$ cat config.mk
export PLATFORM = sky130hd
export DESIGN_NAME = hrlg_front
export DESIGN_NICKNAME = d
export VERILOG_FILES = /design/src/rtl/hrlg_pkg.sv /design/src/rtl/hrlg_front.sv
export SDC_FILE = /design/constraint.sdc
export NUM_CORES = 2
export LEC_CHECK = 0
export BUFFER_PORTS_ARGS = -buffer_cell sky130_fd_sc_hd__buf_2
export CAP_MARGIN = 30
export CORE_UTILIZATION = 30
export DETAILED_ROUTE_END_ITERATION = 8
export HOLD_SLACK_MARGIN = 0.08
export PLACE_DENSITY = 0.5
export SYNTH_ARGS = -nofsm -noshare
export SYNTH_HDL_FRONTEND = slang
export SYNTH_SLANG_ARGS = --single-unit
$ cat constraint.sdc
create_clock -name clock -period 7.9 [get_ports clock]
set_input_delay 0.79 -clock clock [delete_from_list [all_inputs] [get_ports clock]]
set_output_delay 0.79 -clock clock [all_outputs]
set_load 0.005 [all_outputs]
$ cat src/rtl/hrlg_pkg.sv
`timescale 1ns / 1ps
// ----------------------------------------------------------------------------
// hrlg_pkg
// Shared types, constants and helper functions of the haversine range and
// link grade core.
// ----------------------------------------------------------------------------
package hrlg_pkg;

   // field widths
   localparam int LAT_W     = 28;
   localparam int LON_W     = 29;
   localparam int DBM_W     = 9;
   localparam int DIST_W    = 31;
   localparam int GRADE_W   = 2;
   localparam int CSR_W     = 29;
   localparam int CSR_IDX_W = 2;

   // CORDIC iteration count (12..32)
   localparam int CORDIC_STEPS = 24;
   localparam int SQ_STEPS     = 31;
   localparam int CNT_W        = 6;
   localparam int LANES        = 4;

   // datapath widths
   localparam int ANG_W = 32;   // Q2.30 angle
   localparam int CW    = 34;   // CORDIC / product word
   localparam int A_W   = 31;   // clamped a, 0..2^30
   localparam int SQ_VW = 61;   // sqrt radicand
   localparam int SQ_RW = 62;   // sqrt root accumulator
   localparam int PROD_W = 62;

   localparam int FIFO_DEPTH = 4;
   localparam int FIFO_AW    = 2;
   localparam int FIFO_CW    = 3;

   typedef enum logic [CSR_IDX_W-1:0] {
      CSR_REF_LAT = 2'd0,
      CSR_REF_LON = 2'd1,
      CSR_STRONG  = 2'd2,
      CSR_GOOD    = 2'd3
   } csr_index_type;

   localparam logic [GRADE_W-1:0] GRADE_STRONG = 2'd0;
   localparam logic [GRADE_W-1:0] GRADE_GOOD   = 2'd1;
   localparam logic [GRADE_W-1:0] GRADE_WEAK   = 2'd2;

   localparam logic signed [LAT_W-1:0] REF_LAT_RESET = 28'sd11000000;
   localparam logic signed [LON_W-1:0] REF_LON_RESET = 29'sd77000000;
   localparam logic signed [DBM_W-1:0] STRONG_RESET  = -9'sd60;
   localparam logic signed [DBM_W-1:0] GOOD_RESET    = -9'sd90;

   localparam logic signed [31:0] DEG_HALF    = 32'sd180000000;
   localparam logic signed [31:0] DEG_FULL    = 32'sd360000000;
   localparam logic [LAT_W-1:0]   DEG_HALF_U  = 28'd180000000;
   localparam logic [LAT_W-1:0]   DEG_QUARTER = 28'd90000000;
   localparam logic [22:0]        RAD_MUL     = 23'd4912665;

   localparam logic signed [CW-1:0] GAIN_Q30 = 34'sh026DD3B6A;
   localparam logic [A_W-1:0]       ONE_Q30  = 31'h4000_0000;
   localparam logic [SQ_VW-1:0]     SQ_TOP   = {1'b1, 60'd0};
   localparam logic [30:0]          TWICE_RADIUS_CM = 31'd1274200000;
   localparam logic [PROD_W:0]      ROUND_HALF = 63'h2000_0000;
   localparam logic [DIST_W-1:0]    DIST_MAX = 31'd2001600000;

   // one queue entry: everything the back end needs for one request
   typedef struct packed {
      logic signed [ANG_W-1:0] ang_dlat;
      logic signed [ANG_W-1:0] ang_dlon;
      logic signed [ANG_W-1:0] ang_ref;
      logic signed [ANG_W-1:0] ang_rem;
      logic                    neg_ref;
      logic                    neg_rem;
      logic [GRADE_W-1:0]      grade;
   } work_type;

   typedef struct packed {
      logic               empty;
      logic [FIFO_CW-1:0] count;
   } queue_status_type;

   typedef struct packed {
      logic [SQ_VW-1:0] v;
      logic [SQ_RW-1:0] r;
   } sqrt_type;

   function automatic logic signed [CW-1:0] atan_q30(input logic [4:0] idx);
      logic signed [CW-1:0] val;
      case (idx)
         5'd0:  val = 34'sh03243F6A8;
         5'd1:  val = 34'sh01DAC6705;
         5'd2:  val = 34'sh00FADBAFC;
         5'd3:  val = 34'sh007F56EA6;
         5'd4:  val = 34'sh003FEAB76;
         5'd5:  val = 34'sh001FFD55B;
         5'd6:  val = 34'sh000FFFAAA;
         5'd7:  val = 34'sh0007FFF55;
         5'd8:  val = 34'sh0003FFFEA;
         5'd9:  val = 34'sh0001FFFFD;
         5'd10: val = 34'sh0000FFFFF;
         5'd11: val = 34'sh00007FFFF;
         5'd12: val = 34'sh00003FFFF;
         5'd13: val = 34'sh00001FFFF;
         5'd14: val = 34'sh00000FFFF;
         5'd15: val = 34'sh000007FFF;
         5'd16: val = 34'sh000003FFF;
         5'd17: val = 34'sh000001FFF;
         5'd18: val = 34'sh000000FFF;
         5'd19: val = 34'sh0000007FF;
         5'd20: val = 34'sh0000003FF;
         5'd21: val = 34'sh0000001FF;
         5'd22: val = 34'sh0000000FF;
         5'd23: val = 34'sh00000007F;
         5'd24: val = 34'sh00000003F;
         5'd25: val = 34'sh00000001F;
         5'd26: val = 34'sh00000000F;
         5'd27: val = 34'sh000000008;
         5'd28: val = 34'sh000000004;
         5'd29: val = 34'sh000000002;
         5'd30: val = 34'sh000000001;
         default: val = '0;
      endcase
      return val;
   endfunction

   // Q30 * Q30 -> Q30, floor
   function automatic logic signed [CW-1:0] mul_q30(input logic signed [CW-1:0] a,
                                                    input logic signed [CW-1:0] b);
      logic signed [2*CW-1:0] p;
      p = a * b;
      return p[CW+29:30];
   endfunction

   // one digit of the restoring square root
   function automatic sqrt_type sqrt_step(input logic [SQ_VW-1:0] v,
                                          input logic [SQ_RW-1:0] r,
                                          input logic [SQ_VW-1:0] sq_bit);
      sqrt_type   res;
      logic [SQ_RW-1:0] trial;
      trial = r + {1'b0, sq_bit};
      if ({1'b0, v} >= trial) begin
         res.v = v - trial[SQ_VW-1:0];
         res.r = (r >> 1) + {1'b0, sq_bit};
      end else begin
         res.v = v;
         res.r = r >> 1;
      end
      return res;
   endfunction

endpackage

$ cat src/rtl/hrlg_front.sv
`timescale 1ns / 1ps
// ----------------------------------------------------------------------------
// hrlg_front
// Control registers and a three stage intake pipe: coordinate differences,
// angle wrap and latitude fold, radian conversion. Grades the signal.
// ----------------------------------------------------------------------------
module hrlg_front import hrlg_pkg::*; (
   input  logic                       clock,
   input  logic                       reset,
   input  logic                       csr_wr_en,
   input  logic [CSR_IDX_W-1:0]       csr_index,
   input  logic [CSR_W-1:0]           csr_wdata,
   input  logic                       req_push,
   output logic                       req_full,
   input  logic signed [LAT_W-1:0]    req_remote_latitude,
   input  logic signed [LON_W-1:0]    req_remote_longitude,
   input  logic signed [DBM_W-1:0]    req_signal_dbm,
   input  queue_status_type           queue_status,
   output logic                       push_valid,
   output work_type                   push_data
);

   logic signed [LAT_W-1:0] ref_lat_ff, ref_lat_in;
   logic signed [LON_W-1:0] ref_lon_ff, ref_lon_in;
   logic signed [DBM_W-1:0] strong_ff, strong_in;
   logic signed [DBM_W-1:0] good_ff, good_in;

   // stage 1
   logic                    s1_valid_ff, s1_valid_in;
   logic signed [29:0]      s1_dlat_ff, s1_dlat_in;
   logic signed [30:0]      s1_dlon_ff, s1_dlon_in;
   logic [LAT_W-1:0]        s1_aref_ff, s1_aref_in;
   logic [LAT_W-1:0]        s1_arem_ff, s1_arem_in;
   logic [GRADE_W-1:0]      s1_grade_ff, s1_grade_in;
   // stage 2
   logic                    s2_valid_ff, s2_valid_in;
   logic signed [28:0]      s2_dlat_ff, s2_dlat_in;
   logic signed [28:0]      s2_dlon_ff, s2_dlon_in;
   logic [26:0]             s2_wref_ff, s2_wref_in;
   logic [26:0]             s2_wrem_ff, s2_wrem_in;
   logic                    s2_nref_ff, s2_nref_in;
   logic                    s2_nrem_ff, s2_nrem_in;
   logic [GRADE_W-1:0]      s2_grade_ff, s2_grade_in;
   // stage 3
   logic                    s3_valid_ff, s3_valid_in;
   work_type                s3_work_ff, s3_work_in;

   logic                    accept;
   logic [FIFO_CW-1:0]      occupancy;
   logic signed [31:0]      dlat32, dlon32;
   logic signed [52:0]      p_dlat, p_dlon;
   logic [49:0]             p_ref, p_rem;

   // queue slots promised to requests still in the pipe
   assign occupancy = queue_status.count + FIFO_CW'(s1_valid_ff) + FIFO_CW'(s2_valid_ff)
                      + FIFO_CW'(s3_valid_ff);
   assign req_full  = occupancy >= FIFO_CW'(FIFO_DEPTH);
   assign accept    = req_push && !req_full;

   always_comb begin
      ref_lat_in = ref_lat_ff;
      ref_lon_in = ref_lon_ff;
      strong_in  = strong_ff;
      good_in    = good_ff;
      if (csr_wr_en) begin
         case (csr_index_type'(csr_index))
            CSR_REF_LAT: ref_lat_in = csr_wdata[LAT_W-1:0];
            CSR_REF_LON: ref_lon_in = csr_wdata[LON_W-1:0];
            CSR_STRONG:  strong_in  = csr_wdata[DBM_W-1:0];
            CSR_GOOD:    good_in    = csr_wdata[DBM_W-1:0];
            default: ;
         endcase
      end
   end

   // stage 1: differences, magnitudes, grade
   always_comb begin
      s1_valid_in = accept;
      s1_dlat_in  = 30'(req_remote_latitude) - 30'(ref_lat_ff);
      s1_dlon_in  = 31'(req_remote_longitude) - 31'(ref_lon_ff);
      s1_aref_in  = ref_lat_ff[LAT_W-1] ? LAT_W'(-ref_lat_ff) : LAT_W'(ref_lat_ff);
      s1_arem_in  = req_remote_latitude[LAT_W-1] ? LAT_W'(-req_remote_latitude)
                                                 : LAT_W'(req_remote_latitude);
      if (req_signal_dbm > strong_ff) begin
         s1_grade_in = GRADE_STRONG;
      end else if (req_signal_dbm > good_ff) begin
         s1_grade_in = GRADE_GOOD;
      end else begin
         s1_grade_in = GRADE_WEAK;
      end
   end

   // stage 2: wrap into [-180, 180) degrees, fold latitudes past 90
   always_comb begin
      dlat32 = {{2{s1_dlat_ff[29]}}, s1_dlat_ff};
      dlon32 = {s1_dlon_ff[30], s1_dlon_ff};
      s2_valid_in = s1_valid_ff;
      if (dlat32 < -DEG_HALF) begin
         s2_dlat_in = 29'(dlat32 + DEG_FULL);
      end else if (dlat32 >= DEG_HALF) begin
         s2_dlat_in = 29'(dlat32 - DEG_FULL);
      end else begin
         s2_dlat_in = 29'(dlat32);
      end
      if (dlon32 < -DEG_HALF) begin
         s2_dlon_in = 29'(dlon32 + DEG_FULL);
      end else if (dlon32 >= DEG_HALF) begin
         s2_dlon_in = 29'(dlon32 - DEG_FULL);
      end else begin
         s2_dlon_in = 29'(dlon32);
      end
      s2_nref_in = s1_aref_ff > DEG_QUARTER;
      s2_wref_in = s2_nref_in ? 27'(DEG_HALF_U - s1_aref_ff) : 27'(s1_aref_ff);
      s2_nrem_in = s1_arem_ff > DEG_QUARTER;
      s2_wrem_in = s2_nrem_in ? 27'(DEG_HALF_U - s1_arem_ff) : 27'(s1_arem_ff);
      s2_grade_in = s1_grade_ff;
   end

   // stage 3: microdegrees to Q2.30 radians (half angles for the differences)
   always_comb begin
      p_dlat = s2_dlat_ff * $signed({1'b0, RAD_MUL});
      p_dlon = s2_dlon_ff * $signed({1'b0, RAD_MUL});
      p_ref  = s2_wref_ff * RAD_MUL;
      p_rem  = s2_wrem_ff * RAD_MUL;
      s3_valid_in         = s2_valid_ff;
      s3_work_in.ang_dlat = p_dlat[50:19];
      s3_work_in.ang_dlon = p_dlon[50:19];
      s3_work_in.ang_ref  = p_ref[49:18];
      s3_work_in.ang_rem  = p_rem[49:18];
      s3_work_in.neg_ref  = s2_nref_ff;
      s3_work_in.neg_rem  = s2_nrem_ff;
      s3_work_in.grade    = s2_grade_ff;
   end

   always_ff @(posedge clock) begin
      if (reset) begin
         ref_lat_ff  <= REF_LAT_RESET;
         ref_lon_ff  <= REF_LON_RESET;
         strong_ff   <= STRONG_RESET;
         good_ff     <= GOOD_RESET;
         s1_valid_ff <= 1'b0;
         s2_valid_ff <= 1'b0;
         s3_valid_ff <= 1'b0;
      end else begin
         ref_lat_ff  <= ref_lat_in;
         ref_lon_ff  <= ref_lon_in;
         strong_ff   <= strong_in;
         good_ff     <= good_in;
         s1_valid_ff <= s1_valid_in;
         s2_valid_ff <= s2_valid_in;
         s3_valid_ff <= s3_valid_in;
      end
   end

   always_ff @(posedge clock) begin
      s1_dlat_ff  <= s1_dlat_in;
      s1_dlon_ff  <= s1_dlon_in;
      s1_aref_ff  <= s1_aref_in;
      s1_arem_ff  <= s1_arem_in;
      s1_grade_ff <= s1_grade_in;
      s2_dlat_ff  <= s2_dlat_in;
      s2_dlon_ff  <= s2_dlon_in;
      s2_wref_ff  <= s2_wref_in;
      s2_wrem_ff  <= s2_wrem_in;
      s2_nref_ff  <= s2_nref_in;
      s2_nrem_ff  <= s2_nrem_in;
      s2_grade_ff <= s2_grade_in;
      s3_work_ff  <= s3_work_in;
   end

   assign push_valid = s3_valid_ff;
   assign push_data  = s3_work_ff;

endmodule

# Word level (Yosys, flattened, before mapping)
# Index checks and enable logic that the tools add are counted.
# totals
ff_bits	443
in_bits	105
output_inout_bits	134
elab_cells	73
# op_classes
add_sub_neg	13
n_mul	4
n_lt_le_gt_ge	9
n_eq_ne	3
muxes	9
reduce_logical	7
# ops
cell	n
2-to-1 mux 29 bit	4
2-to-1 mux 27 bit	4
multiplier 29 x 24 -> 51 bit (second input constant)	2
multiplier 27 x 23 -> 50 bit (second input constant)	2
adder 29 bit (second input constant)	2
subtractor 29 bit (second input constant)	2
> comparator 28 x 27 -> 1 bit (second input constant)	2
negation 28 bit	2
subtractor 26 x 27 -> 27 bit (first input constant)	2
greater-or-equal comparator 30 x 29 -> 1 bit (second input constant)	1
< comparator 30 x 29 -> 1 bit (second input constant)	1
subtractor 29 x 29 -> 30 bit	1
greater-or-equal comparator 29 bit (second input constant)	1
< comparator 29 bit (second input constant)	1
subtractor 28 x 28 -> 29 bit	1
> comparator 9 bit	2
adder 3 x 1 -> 3 bit	3
AND reduction 2 bit	4
== test 2 bit (second input constant)	2
greater-or-equal comparator 3 bit (second input constant)	1
== test 2 x 1 -> 1 bit (second input constant)	1
logical NOT 2 bit	1
2-to-1 mux 2 bit	1
logical AND 1 bit	1
logical NOT 1 bit	1

# Logic depth before layout (Yosys ltp)
# logic_depth
depth_word	6
ltp_mapped	26
mapped_depth_nobuf	25

# Least setup slack after synthesis
# No wires, ideal clock.
# synth_path
kind	register -> register
startpoint	register s2_dlon_ff[28]
endpoint	register s3_work_ff, in the netlist push_data[99]
setup_time_ns	0.072
arrival_time_ns	6.522
required_time_ns	7.828
path_slack_ns	1.306
path_stages_with_launch	23
n_path_buf	1
synth_period_minus_slack_ns	6.594
path_cell_list	dfxtp_1 clkbuf_1 inv_1 fa_1 inv_1 ha_1 fa_1 inv_1 fa_1 inv_1 fa_1 fa_1 fa_1 ha_1 a21o_1 a21o_1 a21oi_1 o21ai_0 o21a_1 a31o_1 a211o_2 a21oi_2 xnor2_1
# synth_between
elab_chain_cells	1
# synth_lines
item	line_no	text
start, declared	hrlg_front.sv:38	logic signed [28:0] s2_dlon_ff, s2_dlon_in;
start signal, assigned	hrlg_front.sv:162	s2_dlon_ff <= s2_dlon_in;
multiplier 29 x 24 -> 51 bit	hrlg_front.sv:122	p_dlon = s2_dlon_ff * $signed({1'b0, RAD_MUL});
net p_dlon[50]	hrlg_front.sv:51	logic signed [52:0] p_dlat, p_dlon;
end signal, assigned	hrlg_front.sv:168	s3_work_ff <= s3_work_in;
end, declared	hrlg_front.sv:46	work_type s3_work_ff, s3_work_in;
# The timed path passes the listed nets, and every way through them passes these cells.
# A chain may end at the register's enable or synchronous reset.

# Worst setup path after layout
# layout_path
startpoint	register s2_wrem_ff[5]
endpoint	register s3_work_ff, in the netlist push_data[30]
# layout_between
elab_chain_cells	1
# layout_lines
item	line_no	text
start, declared	hrlg_front.sv:40	logic [26:0] s2_wrem_ff, s2_wrem_in;
start signal, assigned	hrlg_front.sv:164	s2_wrem_ff <= s2_wrem_in;
multiplier 27 x 23 -> 50 bit	hrlg_front.sv:124	p_rem = s2_wrem_ff * RAD_MUL;
net p_rem[44]	hrlg_front.sv:52	logic [49:0] p_ref, p_rem;
# The timed path passes the listed nets, and every way through them passes these cells.

==> impl_summary.txt <==
----------------------------------------------------
[Outcome]
  Result of the run ... completed

[Floorplanning]
  Core region area ... 206000 sq um
  Number of top-level pins ... 239
  Die Footprint ... 210000 sq um
  Height of the die ... 458 microns
  Die width ... 458 microns
  Row cnt ... 166
  Initial core utilization ... 30.3%

[Timing]
  Maximum clock rate ... 135 MHz
  Worst path setup slack after routing ... 512 ps
  Worst relative slew slack ... 27.5%
  Final setup vio count ... 0
  Time the worst path needs with I/O delays and setup ... 7390 ps
  Fraction of the cycle the final worst path needs ... 93.5%
  Final clock skew ... 39.7 ps
  RSZ-0062 raised after global routing ... false
  Number of pins with negative max-slew slack in the final report ... 0
  Count of endpoints failing hold in the final timing report ... 0
  Worst Tran Pin Value ... 1070 ps
  Final sum of negative setup slack ... 0 ps

[Synthesis]
  Net Count, Synth ... 8630
  Mapped cell area ... 62400 sq um
  Synthesized area per cell ... 9.77 sq um
  Dominant register cell in the synthesized netlist ... sky130_fd_sc_hd__dfxtp_1
  Sequential share of the synthesized area ... 14.2%
  Async set-or-reset flop fraction in the synthesized netlist ... 0%
  Total of flip-flops plus latches after synthesis ... 443
  Number of enable-type register cells in the synthesized netlist ... 0
  Number of warnings issued by yosys ... 0
  Number of unique standard cell types used by synthesis ... 83
  Synthesized netlist cell count ... 6385

[Job]
  Reported max-cap violation count ... 0

[Clocking]
  Clock slew at reported path FFs ... 60 ps
  Total clock buffers created by CTS ... 66
  Maximum level of the CTS H-tree ... 3
  Clk Latency, worst-skew pair ... 680 ps
  Number of gates given a new drive strength after cts ... 0
  CTS tree ... built
  Total of hold buffers inserted after clock tree synthesis ... 0
  CTS Root Cell ... sky130_fd_sc_hd__clkbuf_16
  Buffer levels on the longest clock path ... 3
  Number of sinks on the clock net ... 443
  Post-CTS repair timing setup buffer count ... 0

[Global route]
  Antenna violations before repair ... 38
  Global-route wire length before repair ... 265000 microns
  Aggregate global-route resource usage ... 16.4%
  Via count of the first global-routing pass ... 45900
  Largest net degree at the start of global routing ... 67
  Total overflow reported by the global router ... 0

[Final layout]
  Count of nets after finishing ... 8928
  Final standard cell utilization of the core ... 33.8%
  Final non-filler cell total ... 9437
  Layout cell share with drive strength beyond 1 ... 6.77%
  Synthesis-to-finish area growth ... 11.3%

[Drt]
  Vias after detailed routing ... 42400
  DRC violation count after routing ... 0
  Detailed-route wire length per cell ... 17.7 microns
  ANT nets after route ... 0
  Aggregate routed wire length ... 167000 microns
  Iteration count of the initial detailed-routing pass ... 5
  Via density per instance ... 4.49
  DR iter-0 viols ... 1675

[Worst setup path]
  Worst Reg2Reg Path Length in Cells ... 24
  Setup Crit Path Kind ... flip-flop to flip-flop
  Crit path capture type ... flip-flop
  Data required time at the worst endpoint ... 8470 ps
  Data arrival time of the worst path ... 7950 ps
  Biggest fanout along the worst timing path ... 6
  Critical Path Start Type ... flip-flop

[Worst hold path]
  Instance count along the most critical hold path ... 0
  Hold crit path type ... flip-flop to flip-flop

[Place]
  GP Congestion ... 0.928
  Post-Place Worst Slack ... 362 ps
  Half-perimeter wire length after detailed placement ... 146000 microns
  Buffers on Ports ... 237
  Placed cells ... 9303

----------------------------------------------------
-- path summary, 6_finish.rpt --
| path | startpoint | to | slack [ps] |
|---|---|---|---|
| worst min-delay path | s1_dlon_ff[6] | s2_dlon_ff[6] | 320 |
| worst min register to register | s1_dlon_ff[6] | s2_dlon_ff[6] | 320 |
| worst max register to register | s2_wrem_ff[5] | push_data[30] | 510 |
| worst max-delay path | s2_wrem_ff[5] | push_data[30] | 510 |
-- metrics by stage --
stage	cell area, sq um	hold slack (ps)
after floorplan	62400	310
after global placement	67200	311
after detailed placement	67200	312
after CTS	69400	250
after global routing	69400	294
final	69400	318
-- cells in the mapped netlist (all sizes together) (12+ instances only) --
cell    count  area (sq um)
and2       19           119
o22ai      12          75.1
a21boi     13          97.6
o21a       50           375
xor2      141          1230
and3       30           188
inv      1752          6580
a211o      38           334
nor2      197           739
nor2b      34           213
xnor2     215          1880
or4        12          90.1
a31oi      21           131
dfxtp     443          8870
o31ai      19           143
nand4      36           225
a211oi     19           143
a21oi     235          1190
o21bai     22           165
a21o      128           962
o211ai     15           113
nand2     232           871
nor4       15          93.8
fa        987         19800
nand3      54           270
o41ai      18           173
nand2b     46           288
o21ai     158           798
clkbuf     75           282
ha       1153         14400
nor3       44           220
-- area by class of cell --
class / instances / area [sq um]
Tap cell: 2688 / 3360
Antenna cell: 18 / 45.0
Multi-Input combinational cell: 4108 / 46600
Inverter: 1754 / 6580
Fill cell: 21300 / 136000
Timing Repair Buffer: 310 / 1740
Clock buffer: 84 / 1830
Clock inverter: 32 / 384
Sequential cell: 443 / 8870
-- flip-flops by register name, indices dropped and copies added (netlist names), 2 cells and up --
name	flops
good_ff	9
ref_lat_ff	28
s1_grade_ff	2
s2_wref_ff	27
s2_wrem_ff	27
s2_dlon_ff	29
push_data	132
s1_arem_ff	28
strong_ff	9
ref_lon_ff	29
s1_dlat_ff	29
s2_grade_ff	2
s1_dlon_ff	30
s2_dlat_ff	29
s1_aref_ff	28
-- worst max-delay path: stages (launching register included) --
cell                       delay (ps)
sky130_fd_sc_hd__dfxtp_1          420
sky130_fd_sc_hd__ha_1             460
sky130_fd_sc_hd__inv_1            130
sky130_fd_sc_hd__fa_1             540
sky130_fd_sc_hd__inv_1             50
sky130_fd_sc_hd__fa_1             500
sky130_fd_sc_hd__inv_1             50
sky130_fd_sc_hd__fa_1             470
sky130_fd_sc_hd__inv_1             60
sky130_fd_sc_hd__fa_1             500
sky130_fd_sc_hd__fa_1             540
sky130_fd_sc_hd__inv_1             50
sky130_fd_sc_hd__fa_1             530
sky130_fd_sc_hd__inv_1             40
sky130_fd_sc_hd__ha_1             330
sky130_fd_sc_hd__o21ai_0          110
sky130_fd_sc_hd__o21ai_0          370
sky130_fd_sc_hd__a21oi_1          200
sky130_fd_sc_hd__o31ai_1          520
sky130_fd_sc_hd__a31oi_1          210
sky130_fd_sc_hd__buf_4            200
sky130_fd_sc_hd__nor2_1           340
sky130_fd_sc_hd__a311oi_1         180
sky130_fd_sc_hd__a211o_1          340
sky130_fd_sc_hd__xnor2_1          120
-- cell usage in the layout, fill, tap and decap left out, drive strengths merged, types with 18 or more instances in the layout --
cell,n
dfxtp,443
nor2,197
nand2b,46
nand3,54
a211oi,19
o21bai,22
diode,18
o21ai,158
clkbuf,84
buf,310
ha,1153
xnor2,215
nand4,36
a21oi,235
fa,987
xor2,141
o31ai,19
o21a,50
a31oi,21
a211o,38
and3,30
a21o,128
nor2b,34
inv,1758
o41ai,18
nand2,232
and2,19
nor3,44
-- kinds of logic (layout without fill, tap and decap cells) --
group	after synthesis	after routing	synth area share, %
buf+inv	1834	2180	11.0
simple gates	776	776	6.02
fa+ha+maj	2142	2142	54.9
other cells	0	18	0
xor+xnor	356	356	5.00
mux	13	13	0.215
compound gates	821	821	8.64
flops	443	443	14.2
-- metal layers --
layer	vias up	track usage, %	routed length, microns
met4	2	8.59	8570
met5	-	0	12
met1	20800	20.0	71400
met2	614	28.3	82600
met3	259	1.86	4600
li1	20700	-	-
Power is left out: the tool's default activity adds up to more than one toggle a clock period on the data nets, which glitch-free logic cannot reach.
