$ cat src/rtl/hrlg_pkg.sv
`timescale 1ns / 1ps
// ----------------------------------------------------------------------------
// hrlg_pkg
// Shared types, constants and helper functions of the haversine range and
// link grade core.
// ----------------------------------------------------------------------------
package hrlg_pkg;

   // field widths
   localparam int LAT_W     = 28;
   localparam int LON_W     = 29;
   localparam int DBM_W     = 9;
   localparam int DIST_W    = 31;
   localparam int GRADE_W   = 2;
   localparam int CSR_W     = 29;
   localparam int CSR_IDX_W = 2;

   // CORDIC iteration count (12..32)
   localparam int CORDIC_STEPS = 24;
   localparam int SQ_STEPS     = 31;
   localparam int CNT_W        = 6;
   localparam int LANES        = 4;

   // datapath widths
   localparam int ANG_W = 32;   // Q2.30 angle
   localparam int CW    = 34;   // CORDIC / product word
   localparam int A_W   = 31;   // clamped a, 0..2^30
   localparam int SQ_VW = 61;   // sqrt radicand
   localparam int SQ_RW = 62;   // sqrt root accumulator
   localparam int PROD_W = 62;

   localparam int FIFO_DEPTH = 4;
   localparam int FIFO_AW    = 2;
   localparam int FIFO_CW    = 3;

   typedef enum logic [CSR_IDX_W-1:0] {
      CSR_REF_LAT = 2'd0,
      CSR_REF_LON = 2'd1,
      CSR_STRONG  = 2'd2,
      CSR_GOOD    = 2'd3
   } csr_index_type;

   localparam logic [GRADE_W-1:0] GRADE_STRONG = 2'd0;
   localparam logic [GRADE_W-1:0] GRADE_GOOD   = 2'd1;
   localparam logic [GRADE_W-1:0] GRADE_WEAK   = 2'd2;

   localparam logic signed [LAT_W-1:0] REF_LAT_RESET = 28'sd11000000;
   localparam logic signed [LON_W-1:0] REF_LON_RESET = 29'sd77000000;
   localparam logic signed [DBM_W-1:0] STRONG_RESET  = -9'sd60;
   localparam logic signed [DBM_W-1:0] GOOD_RESET    = -9'sd90;

   localparam logic signed [31:0] DEG_HALF    = 32'sd180000000;
   localparam logic signed [31:0] DEG_FULL    = 32'sd360000000;
   localparam logic [LAT_W-1:0]   DEG_HALF_U  = 28'd180000000;
   localparam logic [LAT_W-1:0]   DEG_QUARTER = 28'd90000000;
   localparam logic [22:0]        RAD_MUL     = 23'd4912665;

   localparam logic signed [CW-1:0] GAIN_Q30 = 34'sh026DD3B6A;
   localparam logic [A_W-1:0]       ONE_Q30  = 31'h4000_0000;
   localparam logic [SQ_VW-1:0]     SQ_TOP   = {1'b1, 60'd0};
   localparam logic [30:0]          TWICE_RADIUS_CM = 31'd1274200000;
   localparam logic [PROD_W:0]      ROUND_HALF = 63'h2000_0000;
   localparam logic [DIST_W-1:0]    DIST_MAX = 31'd2001600000;

   // one queue entry: everything the back end needs for one request
   typedef struct packed {
      logic signed [ANG_W-1:0] ang_dlat;
      logic signed [ANG_W-1:0] ang_dlon;
      logic signed [ANG_W-1:0] ang_ref;
      logic signed [ANG_W-1:0] ang_rem;
      logic                    neg_ref;
      logic                    neg_rem;
      logic [GRADE_W-1:0]      grade;
   } work_type;

   typedef struct packed {
      logic               empty;
      logic [FIFO_CW-1:0] count;
   } queue_status_type;

   typedef struct packed {
      logic [SQ_VW-1:0] v;
      logic [SQ_RW-1:0] r;
   } sqrt_type;

   function automatic logic signed [CW-1:0] atan_q30(input logic [4:0] idx);
      logic signed [CW-1:0] val;
      case (idx)
         5'd0:  val = 34'sh03243F6A8;
         5'd1:  val = 34'sh01DAC6705;
         5'd2:  val = 34'sh00FADBAFC;
         5'd3:  val = 34'sh007F56EA6;
         5'd4:  val = 34'sh003FEAB76;
         5'd5:  val = 34'sh001FFD55B;
         5'd6:  val = 34'sh000FFFAAA;
         5'd7:  val = 34'sh0007FFF55;
         5'd8:  val = 34'sh0003FFFEA;
         5'd9:  val = 34'sh0001FFFFD;
         5'd10: val = 34'sh0000FFFFF;
         5'd11: val = 34'sh00007FFFF;
         5'd12: val = 34'sh00003FFFF;
         5'd13: val = 34'sh00001FFFF;
         5'd14: val = 34'sh00000FFFF;
         5'd15: val = 34'sh000007FFF;
         5'd16: val = 34'sh000003FFF;
         5'd17: val = 34'sh000001FFF;
         5'd18: val = 34'sh000000FFF;
         5'd19: val = 34'sh0000007FF;
         5'd20: val = 34'sh0000003FF;
         5'd21: val = 34'sh0000001FF;
         5'd22: val = 34'sh0000000FF;
         5'd23: val = 34'sh00000007F;
         5'd24: val = 34'sh00000003F;
         5'd25: val = 34'sh00000001F;
         5'd26: val = 34'sh00000000F;
         5'd27: val = 34'sh000000008;
         5'd28: val = 34'sh000000004;
         5'd29: val = 34'sh000000002;
         5'd30: val = 34'sh000000001;
         default: val = '0;
      endcase
      return val;
   endfunction

   // Q30 * Q30 -> Q30, floor
   function automatic logic signed [CW-1:0] mul_q30(input logic signed [CW-1:0] a,
                                                    input logic signed [CW-1:0] b);
      logic signed [2*CW-1:0] p;
      p = a * b;
      return p[CW+29:30];
   endfunction

   // one digit of the restoring square root
   function automatic sqrt_type sqrt_step(input logic [SQ_VW-1:0] v,
                                          input logic [SQ_RW-1:0] r,
                                          input logic [SQ_VW-1:0] sq_bit);
      sqrt_type   res;
      logic [SQ_RW-1:0] trial;
      trial = r + {1'b0, sq_bit};
      if ({1'b0, v} >= trial) begin
         res.v = v - trial[SQ_VW-1:0];
         res.r = (r >> 1) + {1'b0, sq_bit};
      end else begin
         res.v = v;
         res.r = r >> 1;
      end
      return res;
   endfunction

endpackage

$ cat src/rtl/hrlg_queue.sv
`timescale 1ns / 1ps
// ----------------------------------------------------------------------------
// hrlg_queue
// Small register queue between the intake pipe and the solver.
// ----------------------------------------------------------------------------
module hrlg_queue import hrlg_pkg::*; (
   input  logic             clock,
   input  logic             reset,
   input  logic             push,
   input  work_type         push_data,
   input  logic             pop,
   output work_type         pop_data,
   output queue_status_type status
);

   work_type               mem_ff [FIFO_DEPTH];
   logic [FIFO_AW-1:0]     wr_ptr_ff, wr_ptr_in;
   logic [FIFO_AW-1:0]     rd_ptr_ff, rd_ptr_in;
   logic [FIFO_CW-1:0]     count_ff, count_in;

   always_comb begin
      wr_ptr_in = wr_ptr_ff + FIFO_AW'(push);
      rd_ptr_in = rd_ptr_ff + FIFO_AW'(pop);
      count_in  = count_ff + FIFO_CW'(push) - FIFO_CW'(pop);
   end

   always_ff @(posedge clock) begin
      if (reset) begin
         wr_ptr_ff <= '0;
         rd_ptr_ff <= '0;
         count_ff  <= '0;
      end else begin
         wr_ptr_ff <= wr_ptr_in;
         rd_ptr_ff <= rd_ptr_in;
         count_ff  <= count_in;
      end
   end

   always_ff @(posedge clock) begin
      if (push) begin
         mem_ff[wr_ptr_ff] <= push_data;
      end
   end

   assign pop_data     = mem_ff[rd_ptr_ff];
   assign status.empty = count_ff == '0;
   assign status.count = count_ff;

endmodule

$ cat config.mk
export PLATFORM = sky130hd
export DESIGN_NAME = hrlg_queue
export DESIGN_NICKNAME = d
export VERILOG_FILES = /design/src/rtl/hrlg_pkg.sv /design/src/rtl/hrlg_queue.sv
export SDC_FILE = /design/constraint.sdc
export NUM_CORES = 1
export LEC_CHECK = 0
export ABC_CLOCK_PERIOD_IN_PS = 13200
export CORE_MARGIN = 2
export CORE_UTILIZATION = 57
export DETAILED_ROUTE_END_ITERATION = 10
export DONT_BUFFER_PORTS = 1
export PLACE_DENSITY = 0.72
export SYNTH_ARGS = -nofsm -noshare
export SYNTH_HDL_FRONTEND = slang
export SYNTH_SLANG_ARGS = --single-unit
$ cat constraint.sdc
create_clock -name clock -period 13.2 [get_ports clock]
set_clock_uncertainty 0.15 [all_clocks]
set_input_delay 0.66 -clock clock [delete_from_list [all_inputs] [get_ports clock]]
set_output_delay 0.66 -clock clock [all_outputs]
set_load 0.02 [all_outputs]
; ---- Yosys cells after proc, flatten, opt, wreduce, memory -nomap -nowiden
; Memories as Yosys holds them, arrays and structs flattened. A register that Yosys moved wholly into a read port is not among the register bits.
; Cells that the tools add are included.
[classes]
n_addsub = 4
muxes = 3
n_reduce_logical = 1
[ops]
columns = op, count
row1 = adder 2 x 1 -> 2 bit, 2
row2 = adder 3 x 1 -> 3 bit, 1
row3 = logical NOT 3 bit, 1
row4 = subtractor 3 x 1 -> 3 bit, 1
row5 = two-way mux 1 bit, 2
row6 = two-way mux 2 bit, 1
[word_totals]
regBits = 7
ram_bits = 528
inputBits = 136
output_inout_bits = 136
elab_cells = 12
n_memories = 1
[memory_table]
columns = memory, words, width, rd, rd_ports_with_merged_regs, write_ports, line
row1 = mem_ff, 4, 132, 1, 1, 1, hrlg_queue.sv:16  ; work_type mem_ff [FIFO_DEPTH];

; ---- Depth between registers and ports, before layout
; Gate-level depths: netlist of the first run.
[logic_depth]
ltp_word = 2
depth_mapped = 8
ltp_nobuf = 8

; ---- Worst setup path before layout of the first run
; OpenSTA, ideal clock, no wires.
[synth_timing]
kind = input to register
from = input push
to = memory mem_ff[0][0] in the netlist's numbering, enable pin
setup_time_ns = 0.811
t_arrival_ns = 10.096
required_ns = 12.239
setup_slack_ns = 2.143
stages = 1
path_buffers = 0
path_cell_list = nor3b_1
[synth_between]
elab_chain_len = 2
[synth_rtl]
columns = item, line
row1 = from (decl), hrlg_queue.sv:9  ; input logic push,
row2 = two-way mux 1 bit, hrlg_queue.sv:40  ; if (push) begin
row3 = two-way mux 1 bit (implied by the code), hrlg_queue.sv:41  ; mem_ff[wr_ptr_ff] <= push_data;
row4 = to (decl), hrlg_queue.sv:16
; No other way between the ends.

==> results of run 1 <==
-- where the power goes --
part           total, mW  internal [mW]  leakage (nW)  switching [mW]
Clock               1.37          0.804         0.790           0.561
Combinational      0.298          0.108         0.882           0.190
Sequential          2.00           1.96          4.91          0.0401
Total               3.66           2.87          6.58           0.792
-- kinds of logic (layout without fill, tap and decap cells) --
group         after synthesis  after routing  synth area share, %
mux                       132            132                 15.3
flops                     535            535                 82.6
xor+xnor                    3              3                0.207
simple gates               13             13                0.355
buf+inv                    33            104                 1.14
fa+ha+maj                   5              5                0.362
-- cell usage after synthesis, drive strengths merged --
library cell  count
edfxtp          528
and3              1
buf              25
xnor3             1
dfxtp             7
mux4            132
nor2b             3
nand2             1
clkbuf            5
nor3              1
ha                4
nor3b             1
and3b             1
nor2              5
inv               3
xnor2             2
fa                1
-- metrics by stage --
step | worst slack [ns] | utilization (%) | area [µm²] | std cells | hold slack [ns]
6_report | 9.18 | 63.9 | 21400 | 1240 | 0.0413
5_1_grt | 8.86 | 63.9 | 21400 | 1240 | 0.0113
4_1_cts | 9.04 | 63.9 | 21400 | 1240 | 0.00926
3_5_place_dp | 9.65 | 59.1 | 19800 | 1150 | 0.429
3_3_place_gp | 9.70 | 59.1 | 19800 | 1150 | 0.450
2_1_floorplan | 2.14 | - | 19400 | 721 | 0.374
-- how the worst max path moves through the flow --
stage | from | to | slack (ns) | cells past startpoint
after detailed placement | rd_ptr_ff[0] | pop_data[74] | 9.65 | 2
final | rd_ptr_ff[0] | pop_data[101] | 9.18 | 2
after global routing | rd_ptr_ff[0] | pop_data[101] | 8.86 | 2
after floorplan | push | mem_ff[0][0] | 2.14 | 1
after global placement | rd_ptr_ff[0] | pop_data[68] | 9.70 | 2
after CTS | rd_ptr_ff[0] | pop_data[93] | 9.04 | 2
-- layout make-up --
| cell class | count | area share, % |
|---|---|---|
| well taps | 448 | 2.62 |
| flip-flops and latches | 535 | 74.7 |
| clock buffers | 62 | 6.33 |
| inverters | 3 | 0.0525 |
| repair buffers | 12 | 0.432 |
| multi-input cells | 153 | 14.8 |
| clock inverters | 27 | 1.10 |
-- cells in the final DEF (no fill, tap or decap), drive strengths merged --
cell	Yosys	final
and3	1	1
and3b	1	1
buf	25	11
bufinv	0	4
clkbuf	5	62
clkinv	0	21
clkinvlp	0	1
dfxtp	7	7
dlygate4sd3	0	1
edfxtp	528	528
fa	1	1
ha	4	4
inv	3	4
mux4	132	132
nand2	1	1
nor2	5	5
nor2b	3	3
nor3	1	1
nor3b	1	1
xnor2	2	2
xnor3	1	1
-- routing by layer --
layer	up-vias	part of all wire, %	track usage (%)
li1	3186	-	-
met1	4003	37	25.6
met2	339	50	31.1
met3	46	11	7.69
met4	0	2.0	5.20
met5	-	0	0
-- critical path: stages, from the launching register on --
cell	delay, ns
sky130_fd_sc_hd__dfxtp_4	0.98
sky130_fd_sc_hd__buf_4	0.92
sky130_fd_sc_hd__mux4_2	0.71
-- sequential cells by signal, indices dropped and copies added, names as in the netlist --
name / count
count_ff: 3
mem_ff: 528
rd_ptr_ff: 2
wr_ptr_ff: 2
==> summary.md, run 1 <==
The cell count after synthesis came out at 721. The first global-routing pass estimated 51,500 µm of wire. The number of design-rule violations left by the first detailed-router iteration was 634.

The worst hold path passes through 0 cells. The run gives 35,500 µm² as the die footprint. Endpoint of the worst-slack reg-to-reg timing path: mem_ff[1][130]. The worst setup path is launched from a flip-flop. The total of max-cap violations was 0.

The run finished with clean final reports. The final number of hold-violating endpoints was 0; the overall die height was 188 µm. The leading area contributor after synthesis was sky130_fd_sc_hd__edfxtp_1.

The worst min-delay path class was in -> reg. The run gives 2,136 as the number of fillers in the final layout. The critical path in this run is classified as reg -> out. The width of the chip is 188 µm. The kind of capture point of the worst setup path is an output pin. The tools report the area used by multi-input combinational logic as 3170 µm².

The clock slew at the register clock pins of the worst setup and hold paths was 0.06 ns. The number of setup buffers added after CTS was 0; the time the final worst path needs with I/O delays and setup was 4.02 ns. The overall routing resource usage is 19.5%. The total global routing overflow was 0; the initial antenna violation count was 0. The run gives 0 as the count of endpoints failing setup in the final report. Ranked by total cell area, the synthesized netlist is headed by sky130_fd_sc_hd__edfxtp_1, sky130_fd_sc_hd__mux4_2, sky130_fd_sc_hd__dfxtp_1. After detailed routing, the number of vias per cell comes to 6.11. The share of cells above drive strength 1 works out to 28.2%.

After synthesis, the netlist uses 19 different library cells. At the pin with the least slew margin, the transition time is 1.16 ns. For the peak supply drop, the log shows 123 µV.

Counting every sink on the clock net gives 535. The number of global-route vias before repair is 8,167, and the number of cell rows is 67. The clock tree root buffer cell is sky130_fd_sc_hd__clkbuf_16. Data on the critical path is required at its endpoint by 12.39 ns. The tools report the starting utilization of the core area as 57.8%. The completed layout was analyzed and its total power is 3.66 mW. The logs give 20,400 µm for the placed wire-length estimate after detailed placement and 895 for the number of nets in the final layout. The total power density per cell area was 171 nW/µm²; the source-to-sink clock delay at the later pin of the worst-skew pair was 0.55 ns. The logs give 0 for the count of synthesis-stage warnings from yosys and 78 for the largest net degree at the start of global routing. The antenna diode count is 0, and the sequential element share of the synthesized area is 82.6%. Registers take 16,000 µm². The analysis attributes to cell leakage a power of 6.58 nW. The region available for standard cell placement spans 33,500 µm².

The top cell type by area accounts for 81.9% of the synthesized area. The tools report the start point of the worst min-delay path as push_data[118]. TritonCTS built the clock tree. Setup repair after global routing left no endpoint under its margin. The congestion estimate from routability-driven global placement came to 0.748.

The synthesis-to-layout area growth works out to 10.7%. After detailed routing, the total wire length is 34,000 µm. The wire length per cell is 27.5 µm, and the post-route antenna net violation count is 0. The H-tree was split into 2 levels. In the routed design, unresolved DRC markers number 0.

The number of placed I/O pins is 272. In this run the critical register-to-register path is launched from wr_ptr_ff[0]. In this run the tool buffered the top-level ports with 0 buffer cells. The buffer levels on the longest clock path is 3.

For this run, the detailed router's first-pass iteration total came to 5. A synthesized cell averages 26.9 µm². For the worst flop-to-flop path, the logic depth is 3. The synthesized netlist occupies a cell area of 19,400 µm². Setup slack on the worst reg-to-reg path comes out at 10.24 ns. The post-route clock period utilization was 30.4%. For hold timing, the worst endpoint is mem_ff[3][118]. Register bit total from synthesis: 535. For this block, the via count after detailed routing is 7,574.

At the worst endpoint, the arrival time is 3.21 ns. The run gives 0 as the number of pins with negative max-slew slack in the final report. The number of nets in the synthesized netlist is 862. In this run the tightest slew margin relative to its limit is 22.4%.

Number of hold buffers added after CTS: 1. Post-CTS repair changed the size of 0 cells. The tools report the TritonCTS buffer count as 49. Derived from the worst setup path, the maximum achievable clock frequency is 249 MHz. The largest driver fanout on the critical path was 52; the final setup TNS was 0 ns.
(Power assumes the default switching activity.)
==> run 2: changes to the inputs <==
ABC_AREA = 1   (was unset)
ABC_CLOCK_PERIOD_IN_PS = 3400   (was 13200)
PLACE_DENSITY = 0.75   (was 0.72)
clock period = 3.4 ns   (was 13.2 ns; I/O delays follow)
==> run 2 against run 1 <==
Compared with the run above:
- worst hold slack improved by 0.10 ns
- sequential cell count unchanged
- core utilization increased by 3.5 points
- clock-buffer cell count increased by 1
- critical path depth increased by 2
- global-route usage increased by 1.6 points
- largest power group unchanged
==> summary.md, run 2 <==
In this run, synthesis produced a sequential element count of 535. Counting I/O delays and the setup requirement, the final critical path takes 2.62 ns. From synthesis to final layout, the design area changed by 16.4%. The largest registers in the layout are mem_ff: 528 flops, count_ff: 3 flops. The register with the most flip-flops in the layout has 528 of them. Counting flops with an async set or reset pin after synthesis yields a share of 0%. Number of enable-type register cells in the synthesized netlist: 528. The source-to-sink clock delay at the later pin of the worst-skew pair was 0.58 ns. The net count of the finished layout is 1,856. The slew of the pin with the lowest slew margin is 0.850 ns, and the standard cell area after detailed placement is 21,600 µm². The final number of hold-violating endpoints is 0, and the required time reported for the critical path endpoint is 3.08 ns. After technology mapping, the gate count stands at 1,583. The synthesized design spends more area on one cell type than any other, namely sky130_fd_sc_hd__edfxtp_1.

The run finished with clean final reports. In the routed layout, each cell is associated on average with a via count of 5.40. Number of global-route vias before repair: 11,758. Summing all non-filler instances in the final layout gives an area of 24,700 µm². Entering global routing, the biggest net connects 137 pins. 272 I/O pins were placed. Dividing the final minimum period by the clock period gives 77.0%. The floorplan step defined a die boundary enclosing 38,800 µm². The clock tree root buffer cell was sky130_fd_sc_hd__clkbuf_16. After clock tree synthesis, the repair step resized 0 gates. The first TritonRoute pass finished after 7 iterations. Buffers inserted to repair hold after CTS numbered 137.

Wires add up to 40,700 µm. For the number of design-rule violations left by the first detailed-router iteration, the log shows 840. In the layout the commonest cells are sky130_fd_sc_hd__edfxtp_1, sky130_fd_sc_hd__inv_1, sky130_fd_sc_hd__nand2_1. The worst setup slack for register-to-register paths is 0.95 ns, and the post-route antenna net violation count is 0. The width of the chip was 197 µm; the level count of the clock H-tree was 2.

Global routing used 21.1% of the available tracks across all layers. The total DRC errors in the routed layout came out at 0. The worst setup path is captured at an output pin. The number of setup buffers added after CTS is 0, and the wire length per cell is 18.3 µm. The worst hold path belongs to the class in -> reg.

The count of endpoints failing setup in the final report is 0. TritonCTS built the clock tree. No sink is reached through more buffers than the 3 on the longest clock path.

Summed over all layers, the global routing overflow is 0. The initial utilization of the core area, before any placement, comes to 57.9%. In the final layout, the share of cells above drive strength 1 is 6.44%. The clock slew at the register clock pins of the worst setup and hold paths works out to 0.06 ns.

Counting instances in the post-synthesis netlist gives the leading cell types as sky130_fd_sc_hd__edfxtp_1, sky130_fd_sc_hd__inv_1, sky130_fd_sc_hd__nand2_1. Average size of a mapped cell: 13.4 µm². After synthesis, the netlist uses 19 different library cells. By area the synthesized netlist is led by sky130_fd_sc_hd__edfxtp_1, sky130_fd_sc_hd__inv_1, sky130_fd_sc_hd__nand2_1.

Most flop-heavy register: mem_ff. The top cell type by area accounts for 74.8% of the synthesized area. The post-synthesis net count was 1,724. The largest driver fanout on the critical path works out to 133.

Summing the sequential cell areas from Yosys gives 75.4% of the chip area. Path type of the worst setup path: reg -> out. Setup repair after global routing left no endpoint under its margin. VDD sags by at most 617 µV. The count of buffers added on input and output ports is 0. Type of element launching the critical path: a flip-flop.

Peak clock frequency supported by timing: 382 MHz. Summed over all nets, the half-perimeter wirelength after detailed placement is 22,700 µm. Overall die height: 197 µm.

Adding up every negative setup slack in the final design gives 0 ns. The most used flip-flop cell after synthesis was sky130_fd_sc_hd__edfxtp_1. Once layout is complete, the utilization of the core stands at 67.4%. The TritonCTS buffer count is 51, and the number of pins with negative max-slew slack in the final report is 0.

sky130_fd_sc_hd__edfxtp_1 is the most common cell in the netlist. The initial antenna violation count was 4; the core area was 36,600 µm². The number of cell rows was 70. Routability-driven placement finished with a final weighted congestion of 0.747.

Headroom to the max-slew limit came out at 43.2%. Across the run, the number of max-cap violations was 0. The logs give 21,200 µm² for the cell area after synthesis and 535 for the count of clock tree sinks. The total via count in the routed design is 12,020.

Arrival time reported for the critical path endpoint: 2.30 ns. For this design the ratio of total power to cell area is 612 nW/µm². Wire length of the first global-routing pass: 63,300 µm. The number of fillers in the final layout was 2,391. The most common cell after layout, fill and taps aside is sky130_fd_sc_hd__edfxtp_1. The run gives 9.09 nW as the leakage power. For the count of synthesis-stage warnings from yosys, the log shows 0.
## run 2: changes by cell type after synthesis, moves of 116 or more
cell                       before  now
sky130_fd_sc_hd__a21oi_1        0  133
sky130_fd_sc_hd__inv_1          3  276
sky130_fd_sc_hd__mux4_2       132    0
sky130_fd_sc_hd__o211ai_1       0  132
sky130_fd_sc_hd__o21ai_1        0  116
sky130_fd_sc_hd__nand2_1        1  267
## run 2: through the flow
stage | hold WS [ns] | total power [mW] | cells | setup WS [ns]
after floorplan | 0.0816 | 9.10 | 1583 | -0.790
after CTS | 0.0985 | 15.2 | 2222 | 0.815
after global routing | 0.132 | 15.7 | 2225 | 0.652
after global placement | 0.0830 | 9.30 | 1993 | 1.41
after detailed placement | 0.0850 | 9.35 | 1993 | 1.39
final | 0.142 | 15.1 | 2226 | 0.781
## run 2: final timing paths
path                 startpoint            end  cells past startpoint
setup / recovery   rd_ptr_ff[0]   pop_data[99]                      4
setup reg to reg    count_ff[0]    count_ff[1]                      8
hold / removal    push_data[97]  mem_ff[0][97]                      1
hold reg to reg    wr_ptr_ff[1]   wr_ptr_ff[1]                      2
## run 2: area by class of cell
class                   instances  area, µm²  area share [%]
diodes                          4       10.0          0.0406
inverters                     276       1040            4.22
clock buffers                  63       1360            5.53
multi-input cells             684       3510            14.2
flip-flops and latches        535      16000            64.9
clock inverters                29        325            1.32
repair buffers                167       1830            7.43
well taps                     468        586            2.37
## run 2: worst max-delay path: stages (launching register included)
cell	delay, ns
sky130_fd_sc_hd__dfxtp_4	0.65
sky130_fd_sc_hd__buf_12	0.45
sky130_fd_sc_hd__a21oi_1	0.18
sky130_fd_sc_hd__o21ai_1	0.13
sky130_fd_sc_hd__nand2_1	0.21
## run 2: kinds of logic (layout without fill, tap and decap cells)
logic type | count (synthesis) | in the layout | share of synthesized area, %
XOR/XNOR | 2 | 2 | 0.0826
AO/OA/AOI/OAI | 397 | 397 | 10.9
buffers and inverters | 364 | 535 | 8.23
adder cells (fa/ha/maj) | 5 | 5 | 0.330
AND/OR/NAND/NOR | 280 | 280 | 4.99
flip-flops | 535 | 535 | 75.4
other | 0 | 4 | 0
## run 2: layer usage
layer / up-vias / share of wire (%) / GRT usage [%]
li1: 5792 / - / -
met4: 2 / 2.6 / 7.91
met3: 85 / 7.0 / 5.25
met5: - / 0.032 / 0
met2: 351 / 50 / 35.4
met1: 5790 / 40 / 26.7
## run 2: where the power goes
group / total (mW) / switching (mW) / internal (mW)
Sequential: 7.70 / 0.127 / 7.58
Clock: 5.70 / 2.32 / 3.37
Combinational: 1.71 / 1.25 / 0.454
Total: 15.1 / 3.70 / 11.4
==> run 3: changes to the inputs <==
ABC_AREA = 0   (was 1)
ABC_CLOCK_PERIOD_IN_PS = 2500   (was 3400)
PLACE_DENSITY = 0.72   (was 0.75)
clock period = 2.5 ns   (was 3.4 ns; I/O delays follow)
==> run 3 against run 2 <==
Compared with the run above:
- non-clock buffer count fell by 13
- critical path depth down 2
- clock-buffer cell count grew 4
- global-route usage down 0.42 points
- combinational power increased by 15%
- setup slack got worse by 0.65 ns
- critical endpoint is now pop_data[58]
==> summary.md, run 3 (synthesis gave the netlist of run 1 again) <==
The arrival time reported for the critical path endpoint came out at 2.10 ns. The later pin in the worst-skew pair is clocked with a latency of 0.57 ns. The floorplan has 67 rows.

Slew of the pin with the lowest slew margin: 0.696 ns. The capture endpoint of the worst hold path was mem_ff[3][37]. Once layout is complete, the utilization of the core stands at 68.7%.

Buffers inserted during clock tree synthesis total 51. Counting every sink on the clock net gives 535. The logs give 20.7% for the overall routing resource usage and 422 MHz for the peak clock frequency supported by timing.

272 I/O pins were placed. Once detail routing completed, the nets flagged for antenna violations numbered 0. The floorplan step defined a die boundary enclosing 35,500 µm². The tool flagged a number of max-cap violations equal to 0.

The H-tree was split into 2 levels. Total power density per cell area: 855 nW/µm². The number of cells on the worst reg-to-reg path is 8. After detailed routing, the number of vias per cell comes to 5.87. For this run, design rule violations remaining after detail routing come to 0. The endpoint of the worst-slack reg-to-reg timing path was count_ff[2]. Number of port buffers: 0. The tools report the detailed-routing iteration count for the pre-antenna-repair pass as 5. The worst min-delay path class is in -> reg.

Number of setup buffers added after CTS: 0. The tools report the largest net degree at the start of global routing as 88. The die is 188 µm tall. The required time reported for the critical path endpoint was 2.23 ns. Wires add up to 35,900 µm. The run gives 0 as the count of endpoints failing setup in the final report.

The logs give 0 for the total global routing overflow and 0 for the final number of hold-violating endpoints. The slowest stage of the critical path is the sky130_fd_sc_hd__dfxtp_4 cell. Core area: 33,500 µm². The register with the most flip-flops in the layout has 528 of them. The tools report the number of global-route vias before repair as 8,757.

The clock tree root buffer cell is sky130_fd_sc_hd__clkbuf_16. Leakage power: 7.21 nW. The worst path uses 94.8% of the clock period. After layout, the minimum clock period comes to 2.37 ns. The startpoint identified for the worst register-to-register timing path is count_ff[0].

For the buffer levels on the longest clock path, the log shows 3. The initial antenna violation count is 5. The logs give 8,184 for the total via count in the routed design and 1,039 for the number of nets in the final layout. For the worst setup slack for register-to-register paths, the log shows 0.43 ns. The critical path goes through buf_4, mux4_2.

Placed wire-length estimate after detailed placement: 20,700 µm. IR analysis of the VDD net gives a maximum drop of 814 µV. The critical path is of the reg -> out type. On the worst path, the slowest cell contributes a delay of 0.65 ns. The clock slew at the register clock pins of the worst setup and hold paths was 0.06 ns; the share of cells above drive strength 1 was 24.3%. Routability-driven placement finished with a final weighted congestion of 0.752. Leaving out fill and tap cells, the most frequent cell in the layout is sky130_fd_sc_hd__edfxtp_1. In this run, the number of DRC markers left after iteration 0 of detailed routing was 542. Number of pins with negative max-slew slack in the final report: 0. In the final layout, the registers with the most flip-flops are mem_ff: 528 flops, count_ff: 3 flops. The number of cells on the worst hold path is 1, and the synthesis-to-layout area growth is 18.9%.

The register with the most flip-flops in the final layout is mem_ff. The starting utilization of the core area is 57.8%. The kind of capture point of the worst setup path was an output pin. In this run the horizontal extent of the chip is 188 µm. The tools report the start point of the worst min-delay path as push_data[37]. In this run the tightest slew margin relative to its limit is 53.6%.

The flow ran to the end, and the final reports show no timing, DRC or antenna violations. Setup repair after global routing left no endpoint under its margin. The tools report the type of element launching the critical path as a flip-flop. After routing the design area is 23,000 µm². TritonCTS built the clock tree. The first global-routing pass estimated 54,500 µm of wire. The final setup TNS came out at 0 ns. The wire length per cell is 25.8 µm, and the standard cell area after detailed placement is 20,100 µm². The library cells used most frequently in the layout, excluding fill and tap cells, are sky130_fd_sc_hd__edfxtp_1, sky130_fd_sc_hd__dlygate4sd3_1, sky130_fd_sc_hd__mux4_2. The largest driver fanout on the critical path came out at 30.
==> run 3: repair_timing <==
action	in CTS	in global routing
gates resized for setup	0	0
hold buffers	136	0
hold endpoints to repair	697	0
==> run 3: critical path, delay by kind of cell (launching register included) <==
family / cells / cell delay, ns
flip-flops: 1 / 0.65
multiplexers: 1 / 0.46
buffers and inverters: 1 / 0.39
==> run 3: worst max path at each step <==
stage                 start       endpoint  slack (ns)  cells after the start
2_1_floorplan  wr_ptr_ff[0]   mem_ff[0][0]       -1.80                      1
3_3_place_gp    count_ff[0]    count_ff[2]        0.57                      8
3_5_place_dp    count_ff[0]    count_ff[2]        0.52                      8
4_1_cts        rd_ptr_ff[0]    pop_data[4]        0.06                      2
5_1_grt        rd_ptr_ff[0]  pop_data[111]        0.02                      2
6_report       rd_ptr_ff[1]   pop_data[58]        0.13                      2
==> run 3: layer usage <==
metal	track usage [%]	vias to the layer above	routed length (µm)
met1	27.6	4304	14000
met2	32.9	331	17700
met4	5.74	0	625
met3	7.30	48	3590
met5	0	-	0
li1	-	3501	-
==> run 3: cell type report <==
cell class	instances	area, µm²
inverter	3	11.3
multi-input combinational	153	3180
clock inverter	24	190
clock buffer	67	1400
tap	448	561
antenna	10	25.0
fill	1960	10500
sequential	535	16000
timing repair buffer	154	1660
==> run 3: per-stage QoR <==
step / total power [mW] / std cells / setup slack [ns] / hold WS [ns]
6_report: 19.7 / 1394 / 0.130 / 0.105
5_1_grt: 20.3 / 1388 / 0.0205 / 0.0985
3_3_place_gp: 12.3 / 1157 / 0.567 / 0.0405
4_1_cts: 19.9 / 1384 / 0.0601 / 0.0689
3_5_place_dp: 12.4 / 1157 / 0.519 / 0.0405
2_1_floorplan: 12.0 / 721 / -1.80 / 0.0377
==> run 3: power by group <==
part	switching, mW	internal, mW
clock	3.04	4.22
combinational	1.21	0.760
sequential	0.156	10.3
